[config.mk]
export PLATFORM = sky130hd
export DESIGN_NAME = key_debounce_click_detector_core
export DESIGN_NICKNAME = d
export VERILOG_FILES = /design/src/hw/rtl/kdcd_pkg.sv /design/src/hw/rtl/kdcd_lane.sv /design/src/hw/rtl/kdcd_merge.sv /design/src/hw/rtl/key_debounce_click_detector_core.sv
export SDC_FILE = /design/constraint.sdc
export NUM_CORES = 1
export LEC_CHECK = 0
export ABC_CLOCK_PERIOD_IN_PS = 6100
export BUFFER_PORTS_ARGS = -buffer_cell sky130_fd_sc_hd__buf_4
export CORE_ASPECT_RATIO = 0.75
export CORE_MARGIN = 1.5
export CORE_UTILIZATION = 40
export CTS_BUF_LIST = sky130_fd_sc_hd__clkbuf_8
export DETAILED_ROUTE_END_ITERATION = 8
export HOLD_SLACK_MARGIN = 0.03
export SLEW_MARGIN = 20
export SYNTH_ARGS = -nofsm -noshare
export SYNTH_HDL_FRONTEND = slang
export SYNTH_HIERARCHICAL = 1
export SYNTH_SLANG_ARGS = --single-unit
[constraint.sdc]
create_clock -name clk -period 6.1 [get_ports clk]
set_input_delay 1.22 -clock clk [delete_from_list [all_inputs] [get_ports clk]]
set_output_delay 1.22 -clock clk [all_outputs]
set_load 0.005 [all_outputs]
[src/hw/rtl/kdcd_pkg.sv]
// ----------------------------------------------------------------------------
// kdcd_pkg
// Shared types and constants for the key debounce and click detector.
// ----------------------------------------------------------------------------
package kdcd_pkg;

    localparam int CNT_W   = 8;
    localparam int ALM_W   = 3;
    localparam int PHASE_W = 2;
    localparam int APB_AW  = 4;
    localparam int APB_DW  = 32;

    localparam logic [CNT_W-1:0] THRESH_RST = 8'd3;
    localparam logic [CNT_W-1:0] WINDOW_RST = 8'd30;
    localparam logic [ALM_W-1:0] ALM_RST    = 3'd7;

    // register index, paddr[3:2]
    localparam logic [1:0] REG_THRESH = 2'd0;
    localparam logic [1:0] REG_WINDOW = 2'd1;
    localparam logic [1:0] REG_ALM    = 2'd2;

    // click phase codes
    localparam logic [PHASE_W-1:0] PH_IDLE   = 2'd0;
    localparam logic [PHASE_W-1:0] PH_OPEN   = 2'd1;
    localparam logic [PHASE_W-1:0] PH_SECOND = 2'd2;

    typedef struct packed {
        logic [CNT_W-1:0] thresh;
        logic [CNT_W-1:0] window;
        logic [ALM_W-1:0] alm;
    } kdcd_cfg_t;

    typedef struct packed {
        logic dbl;
        logic click;
        logic up;
        logic down;
    } kdcd_evt_t;

endpackage

[src/hw/rtl/kdcd_lane.sv]
// ----------------------------------------------------------------------------
// kdcd_lane
// One key: debounce counter, stable level and double-click window tracker.
// ----------------------------------------------------------------------------
module kdcd_lane #(
    parameter int KEY_IDX = 0
) (
    input  logic              clk,
    input  logic              rst_n,
    input  kdcd_pkg::kdcd_cfg_t cfg,
    input  logic              pin,
    input  logic              step,
    output kdcd_pkg::kdcd_evt_t evt
);
    import kdcd_pkg::*;

    logic               stable_reg, stable_next;
    logic [CNT_W-1:0]   dcnt_reg, dcnt_next;
    logic [PHASE_W-1:0] phase_reg, phase_next;
    logic [CNT_W-1:0]   wcnt_reg, wcnt_next;
    logic               low_active;
    logic               pressed;
    logic [CNT_W-1:0]   dcnt_inc;
    logic [CNT_W-1:0]   wcnt_inc;
    logic               flip;
    logic [PHASE_W-1:0] phase_mid;
    logic [CNT_W-1:0]   wcnt_mid;

    generate
        if (KEY_IDX < ALM_W)
        begin : g_alm
            assign low_active = cfg.alm[KEY_IDX];
        end
        else
        begin : g_no_alm
            assign low_active = 1'b0;
        end
    endgenerate

    assign pressed  = pin ^ low_active;
    assign dcnt_inc = dcnt_reg + 1'b1;
    assign flip     = (pressed != stable_reg) && (dcnt_inc >= cfg.thresh);

    always_comb
    begin
        evt         = '0;
        dcnt_next   = '0;
        stable_next = stable_reg;
        phase_mid   = phase_reg;
        wcnt_mid    = wcnt_reg;
        wcnt_inc    = '0;

        if (pressed != stable_reg)
        begin
            if (flip)
            begin
                stable_next = pressed;
                evt.down    = pressed;
                evt.up      = !pressed;
                if (!pressed)
                begin
                    case (phase_reg)
                        PH_IDLE:
                        begin
                            phase_mid = PH_OPEN;
                            wcnt_mid  = '0;
                        end
                        PH_OPEN:   phase_mid = PH_SECOND;
                        default:   phase_mid = phase_reg;
                    endcase
                end
            end
            else
            begin
                dcnt_next = dcnt_inc;
            end
        end

        phase_next = phase_mid;
        wcnt_next  = wcnt_mid;
        wcnt_inc   = wcnt_mid + 1'b1;
        case (phase_mid)
            PH_OPEN:
            begin
                if (!stable_next)
                begin
                    wcnt_next = wcnt_inc;
                    if (wcnt_inc >= cfg.window)
                    begin
                        phase_next = PH_IDLE;
                        wcnt_next  = '0;
                        evt.click  = 1'b1;
                    end
                end
            end
            PH_SECOND:
            begin
                phase_next = PH_IDLE;
                wcnt_next  = '0;
                evt.dbl    = 1'b1;
            end
            default:
            begin
                phase_next = phase_mid;
            end
        endcase
    end

    always_ff @(posedge clk or negedge rst_n)
    begin
        if (!rst_n)
        begin
            stable_reg <= 1'b0;
            dcnt_reg   <= '0;
            phase_reg  <= PH_IDLE;
            wcnt_reg   <= '0;
        end
        else if (step)
        begin
            stable_reg <= stable_next;
            dcnt_reg   <= dcnt_next;
            phase_reg  <= phase_next;
            wcnt_reg   <= wcnt_next;
        end
    end

endmodule

[src/hw/rtl/kdcd_merge.sv]
// ----------------------------------------------------------------------------
// kdcd_merge
// Gathers the lane events into event masks and holds the output request.
// ----------------------------------------------------------------------------
module kdcd_merge #(
    parameter int KEY_COUNT = 3
) (
    input  logic                                clk,
    input  logic                                rst_n,
    input  kdcd_pkg::kdcd_evt_t [KEY_COUNT-1:0] evt,
    input  logic                                step,
    input  logic                                m_axis_tready,
    output logic                                m_axis_tvalid,
    output logic [((4*KEY_COUNT+7)/8)*8-1:0]    m_axis_tdata
);
    import kdcd_pkg::*;

    localparam int OUT_W = ((4*KEY_COUNT+7)/8)*8;

    logic [KEY_COUNT-1:0] downs, ups, clicks, dbls;
    logic                 valid_reg, valid_next;
    logic [OUT_W-1:0]     data_reg;

    always_comb
    begin
        for (int k = 0; k < KEY_COUNT; k++)
        begin
            downs[k]  = evt[k].down;
            ups[k]    = evt[k].up;
            clicks[k] = evt[k].click;
            dbls[k]   = evt[k].dbl;
        end
    end

    assign valid_next = step || (valid_reg && !m_axis_tready);

    always_ff @(posedge clk or negedge rst_n)
    begin
        if (!rst_n)
        begin
            valid_reg <= 1'b0;
        end
        else
        begin
            valid_reg <= valid_next;
        end
    end

    always_ff @(posedge clk)
    begin
        if (step)
        begin
            data_reg <= OUT_W'({dbls, clicks, ups, downs});
        end
    end

    assign m_axis_tvalid = valid_reg;
    assign m_axis_tdata  = data_reg;

endmodule

[src/hw/rtl/key_debounce_click_detector_core.sv]
// ----------------------------------------------------------------------------
// key_debounce_click_detector_core
// Per-key debounce with down/up, single-click and double-click event masks.
// ----------------------------------------------------------------------------
//  channel   dir   handshake                 payload
//  s_axis    in    tvalid / tready           pin_levels
//  m_axis    out   tvalid / tready           down, up, click, double masks
//  apb       in    psel, penable, pready     threshold, window, active-low
//
//  One scan tick per cycle unless a held output stalls input; a result appears the cycle after its request.
//  Every key is an independent lane updated in the accepting cycle.
//  The single output register stalls input only while it is full and held.
//  Reset clears all key state and loads the register defaults.
// ----------------------------------------------------------------------------
module key_debounce_click_detector_core #(
    parameter int KEY_COUNT = 3
) (
    input  logic                                   clk,
    input  logic                                   rst_n,
    // pin_levels [KEY_COUNT-1:0]
    input  logic [((KEY_COUNT+7)/8)*8-1:0]         s_axis_tdata,
    input  logic                                   s_axis_tvalid,
    output logic                                   s_axis_tready,
    // down_events, up_events, click_events, double_click_events (KEY_COUNT each)
    output logic [((4*KEY_COUNT+7)/8)*8-1:0]       m_axis_tdata,
    output logic                                   m_axis_tvalid,
    input  logic                                   m_axis_tready,
    input  logic                                   psel,
    input  logic                                   penable,
    input  logic                                   pwrite,
    input  logic [kdcd_pkg::APB_AW-1:0]            paddr,
    input  logic [kdcd_pkg::APB_DW-1:0]            pwdata,
    output logic [kdcd_pkg::APB_DW-1:0]            prdata,
    output logic                                   pready
);
    import kdcd_pkg::*;

    logic [CNT_W-1:0]    thresh_reg, thresh_next;
    logic [CNT_W-1:0]    window_reg, window_next;
    logic [ALM_W-1:0]    alm_reg, alm_next;
    logic                wr_en;
    logic [1:0]          reg_idx;
    logic                step;
    kdcd_cfg_t           cfg;
    kdcd_evt_t [KEY_COUNT-1:0] evt;

    assign pready  = 1'b1;
    assign reg_idx = paddr[3:2];
    assign wr_en   = psel && penable && pwrite && pready;

    always_comb
    begin
        thresh_next = thresh_reg;
        window_next = window_reg;
        alm_next    = alm_reg;
        if (wr_en)
        begin
            case (reg_idx)
                REG_THRESH: thresh_next = pwdata[CNT_W-1:0];
                REG_WINDOW: window_next = pwdata[CNT_W-1:0];
                REG_ALM:    alm_next    = pwdata[ALM_W-1:0];
                default:    thresh_next = thresh_reg;
            endcase
        end
    end

    always_ff @(posedge clk or negedge rst_n)
    begin
        if (!rst_n)
        begin
            thresh_reg <= THRESH_RST;
            window_reg <= WINDOW_RST;
            alm_reg    <= ALM_RST;
        end
        else
        begin
            thresh_reg <= thresh_next;
            window_reg <= window_next;
            alm_reg    <= alm_next;
        end
    end

    always_comb
    begin
        case (reg_idx)
            REG_THRESH: prdata = APB_DW'(thresh_reg);
            REG_WINDOW: prdata = APB_DW'(window_reg);
            REG_ALM:    prdata = APB_DW'(alm_reg);
            default:    prdata = '0;
        endcase
    end

    assign cfg.thresh = thresh_reg;
    assign cfg.window = window_reg;
    assign cfg.alm    = alm_reg;

    assign s_axis_tready = !m_axis_tvalid || m_axis_tready;
    assign step          = s_axis_tvalid && s_axis_tready;

    generate
        for (genvar k = 0; k < KEY_COUNT; k++)
        begin : g_lane
            kdcd_lane #(
                .KEY_IDX (k)
            ) u_lane (
                .clk   (clk),
                .rst_n (rst_n),
                .cfg   (cfg),
                .pin   (s_axis_tdata[k]),
                .step  (step),
                .evt   (evt[k])
            );
        end
    endgenerate

    kdcd_merge #(
        .KEY_COUNT (KEY_COUNT)
    ) u_merge (
        .clk           (clk),
        .rst_n         (rst_n),
        .evt           (evt),
        .step          (step),
        .m_axis_tready (m_axis_tready),
        .m_axis_tvalid (m_axis_tvalid),
        .m_axis_tdata  (m_axis_tdata)
    );

endmodule

==> summary.txt <==
Outcome
  • Status: complete, no violations

Synthesis
  • Post-synthesis mux area share: 7.078%
  • Post-synthesis sequential area ratio: 35.43%
  • Synth Area in Compound Gates: 17.76%
  • Top cell type by total area after synthesis: dfrtp_1
  • Synth Area in XOR/XNOR: 4.455%
  • Synth async-reset ratio: 86.52%
  • Synth unique cells: 49
  • Ys Warns: 6
  • EDFF count, synth: 12
  • Synthesized cell area: 6487 sq um
  • Gate Count Post-Synth: 651
  • Simple-gate share of the synthesized area: 13.35%
  • Synth Area in Adders: 12.73%
  • Largest family of logic cells by synthesized area: compound AO/OA/AOI/OAI gates
  • Synth Flop Type: dfrtp_1
  • Area contributors post-synth: dfrtp_1, ha_1, edfxtp_1, a22o_1, buf_4
  • Synth top area share: 26.23%
  • Avg Inst Size Synth: 9.965 sq um
  • Flops & latches, synth: 89

Global route
  • Total Routing Usage GR: 17.52%
  • Largest net degree at the start of global routing: 78
  • Total gr overflow: 0
  • Initial antenna violation count: 0
  • Number of global-route vias before repair: 4502
  • First-pass GRT wire length: 23170 microns

Final layout
  • Post-layout util: 44.76%
  • Most frequent cells in the layout: inv_1, dfrtp_1, ha_1, buf_4, nand2_1
  • Number of diodes: 0
  • Layout Nets: 806
  • Fraction of layout cells with a size suffix above 1: 17.00%
  • Area grow syn2layout: 9.797%

Pwr
  • Peak supply drop: 136.6 uV
  • Psw: 0.0008752 W
  • Cell-internal power: 0.001440 W
  • Leakage Power: 3.420 nW
  • Reg power frac: 35.9%
  • Comb pwr share: 42.5%
  • Switching Share: 37.81%
  • PD cells: 325.0 nW/um^2
  • Clock network power share: 21.7%

Clock network
  • CTS tree: built
  • H-tree levels: 3
  • Clk_lat worst skew: 360 ps
  • Clk sink count: 89
  • Clk slew on worst S/H paths: 90 ps
  • Post-CTS sizing: 0
  • Maximum buffer depth of the clock tree: 2
  • Hold Buf Count CTS: 0
  • Clock root cell: clkbuf_8
  • Post-CTS Setup Inserts: 0
  • CTS buffer count: 9

Critical path
  • CP arrival: 5500 ps
  • Worst Path Max Fanout: 12
  • Startpoint types: flop
  • Crit path required time: 6400 ps
  • Critical path class: reg2reg
  • Worst Setup End Kind: flop

Timing
  • Slew @ Worst Pin: 748.9 ps
  • Final Critical Period: 5200 ps
  • Max-Slew Margin vs Limit: 49.80%
  • Slew Limit Fails: 0
  • Setup violators final: 0
  • Final Hold Fails: 0
  • Total negative slack: 0 ps
  • Fmax: 192.3 MHz
  • Final Cycle Share: 85.25%
  • RSZ-0062 raised after global routing: no
  • Worst clock skew: 9.154 ps

Floorplanning
  • Die Wd: 150.1 microns
  • Initial Util: 40.76%
  • Rows: 40
  • CORE AREA: 15920 sq um
  • I/O pin count: 102
  • DIE AREA: 17000 sq um
  • Die height: 113.3 microns

Drt
  • DRT antenna net count: 0
  • Residual DRC: 0
  • WL per Instance: 15.76 microns
  • DRT Pass-1 Iters: 4
  • Drt initial violations: 269
  • Drt via density: 5.200
  • Vias: 4701
  • Drt total wl: 14250 microns

Job
  • Number of max-cap violations: 0

Placed design
  • Port Buffers: 41
  • Gpl congestion: 0.8462
  • Dpl hpwl: 10770 microns

Hold path
  • Worst Hold Class: reg2reg
metal layers:
layer / global-route usage, % / share of wire, %
met5: 0 / 0
met4: 4.248 / 0.92
met3: 3.306 / 3.1
met2: 26.91 / 45
met1: 25.31 / 51
power by group through the flow:
stage                     Combinational (W)  Clock, W  Sequential [W]
after floorplan                    0.000785         0        0.000797
after global placement             0.000941         0        0.000838
after detailed placement           0.000979         0        0.000842
after CTS                          0.000985  0.000522        0.000830
after global routing                0.00110  0.000544        0.000846
final                              0.000983  0.000501        0.000830
cells in the mapped netlist (13+ instances only):
library cell and n:
ha_1 66, nand2_1 39, nand2b_1 13, and2_1 22, mux2_2 14, xnor2_1 18
nor2_1 38, mux2i_1 14, nand3_1 21, buf_4 34, a21oi_1 24, a22o_1 33
dfrtp_1 68, xor2_1 15, inv_1 67
logic make-up (layout without fill, tap and decap cells):
kind of cell / count (synthesis) / after routing
xor+xnor: 33 / 33
other cells: 3 / 29
mux: 39 / 39
buf+inv: 117 / 134
compound gates: 136 / 136
flops: 89 / 89
simple gates: 168 / 168
fa+ha+maj: 66 / 66
worst max-delay path, cell delays in order, from the launching register on:
cell and delay (ps):
dfrtp_1 450, and3_1 180, nand3_1 110, nor2_1 150, xor2_1 230, ha_1 290, a21oi_1 170, o21a_1 190
o41ai_4 80, buf_4 180, nand3_1 190, and2_1 210, ha_1 200, nand3_1 150, nand2b_1 180, a21oi_1 210
ha_1 280, a21o_1 180, a211oi_1 220, o21ai_1 130, a211oi_1 620, and2_1 320, a22o_1 180
final cells by class:
cell class                 instances  area (sq um)
inverter                          73         274.0
multi-input combinational        471          3702
clock inverter                     6         106.4
tap                              210         262.8
fill                            1528          8792
sequential                        89          2298
clock buffer                      10         137.6
timing repair buffer              45         341.6
path summary, 6_finish.rpt:
kind                                              startpoint                       endpoint  slack [ps]  cells past startpoint
worst max-delay path            g_lane[2].u_lane/dcnt_reg[0]   g_lane[2].u_lane/wcnt_reg[2]         900                     22
worst min-delay path            g_lane[2].u_lane/wcnt_reg[0]   g_lane[2].u_lane/wcnt_reg[0]         520                      1
worst max register to register  g_lane[2].u_lane/dcnt_reg[0]   g_lane[2].u_lane/wcnt_reg[2]         900                     22
worst min register to register  g_lane[2].u_lane/wcnt_reg[0]   g_lane[2].u_lane/wcnt_reg[0]         520                      1
max in group asynchronous                              rst_n   g_lane[2].u_lane/dcnt_reg[1]        4690                      1
min in group asynchronous                              rst_n  g_lane[1].u_lane/phase_reg[0]         870                      1
metrics by stage:
step           setup slack (ps)  hold WS [ps]  instance area, sq um  instances  total power (W)
5_1_grt                   474.8         540.3                  7123        904         0.002490
4_1_cts                   919.4         518.7                  7119        904         0.002337
3_3_place_gp               1062         487.6                  6875        888         0.001780
6_report                  899.6         520.0                  7123        904         0.002315
3_5_place_dp              953.9         497.9                  6875        888         0.001821
2_1_floorplan              1675         470.2                  6585        677         0.001581
No activity file was read; power rests on OpenSTA's default activity.
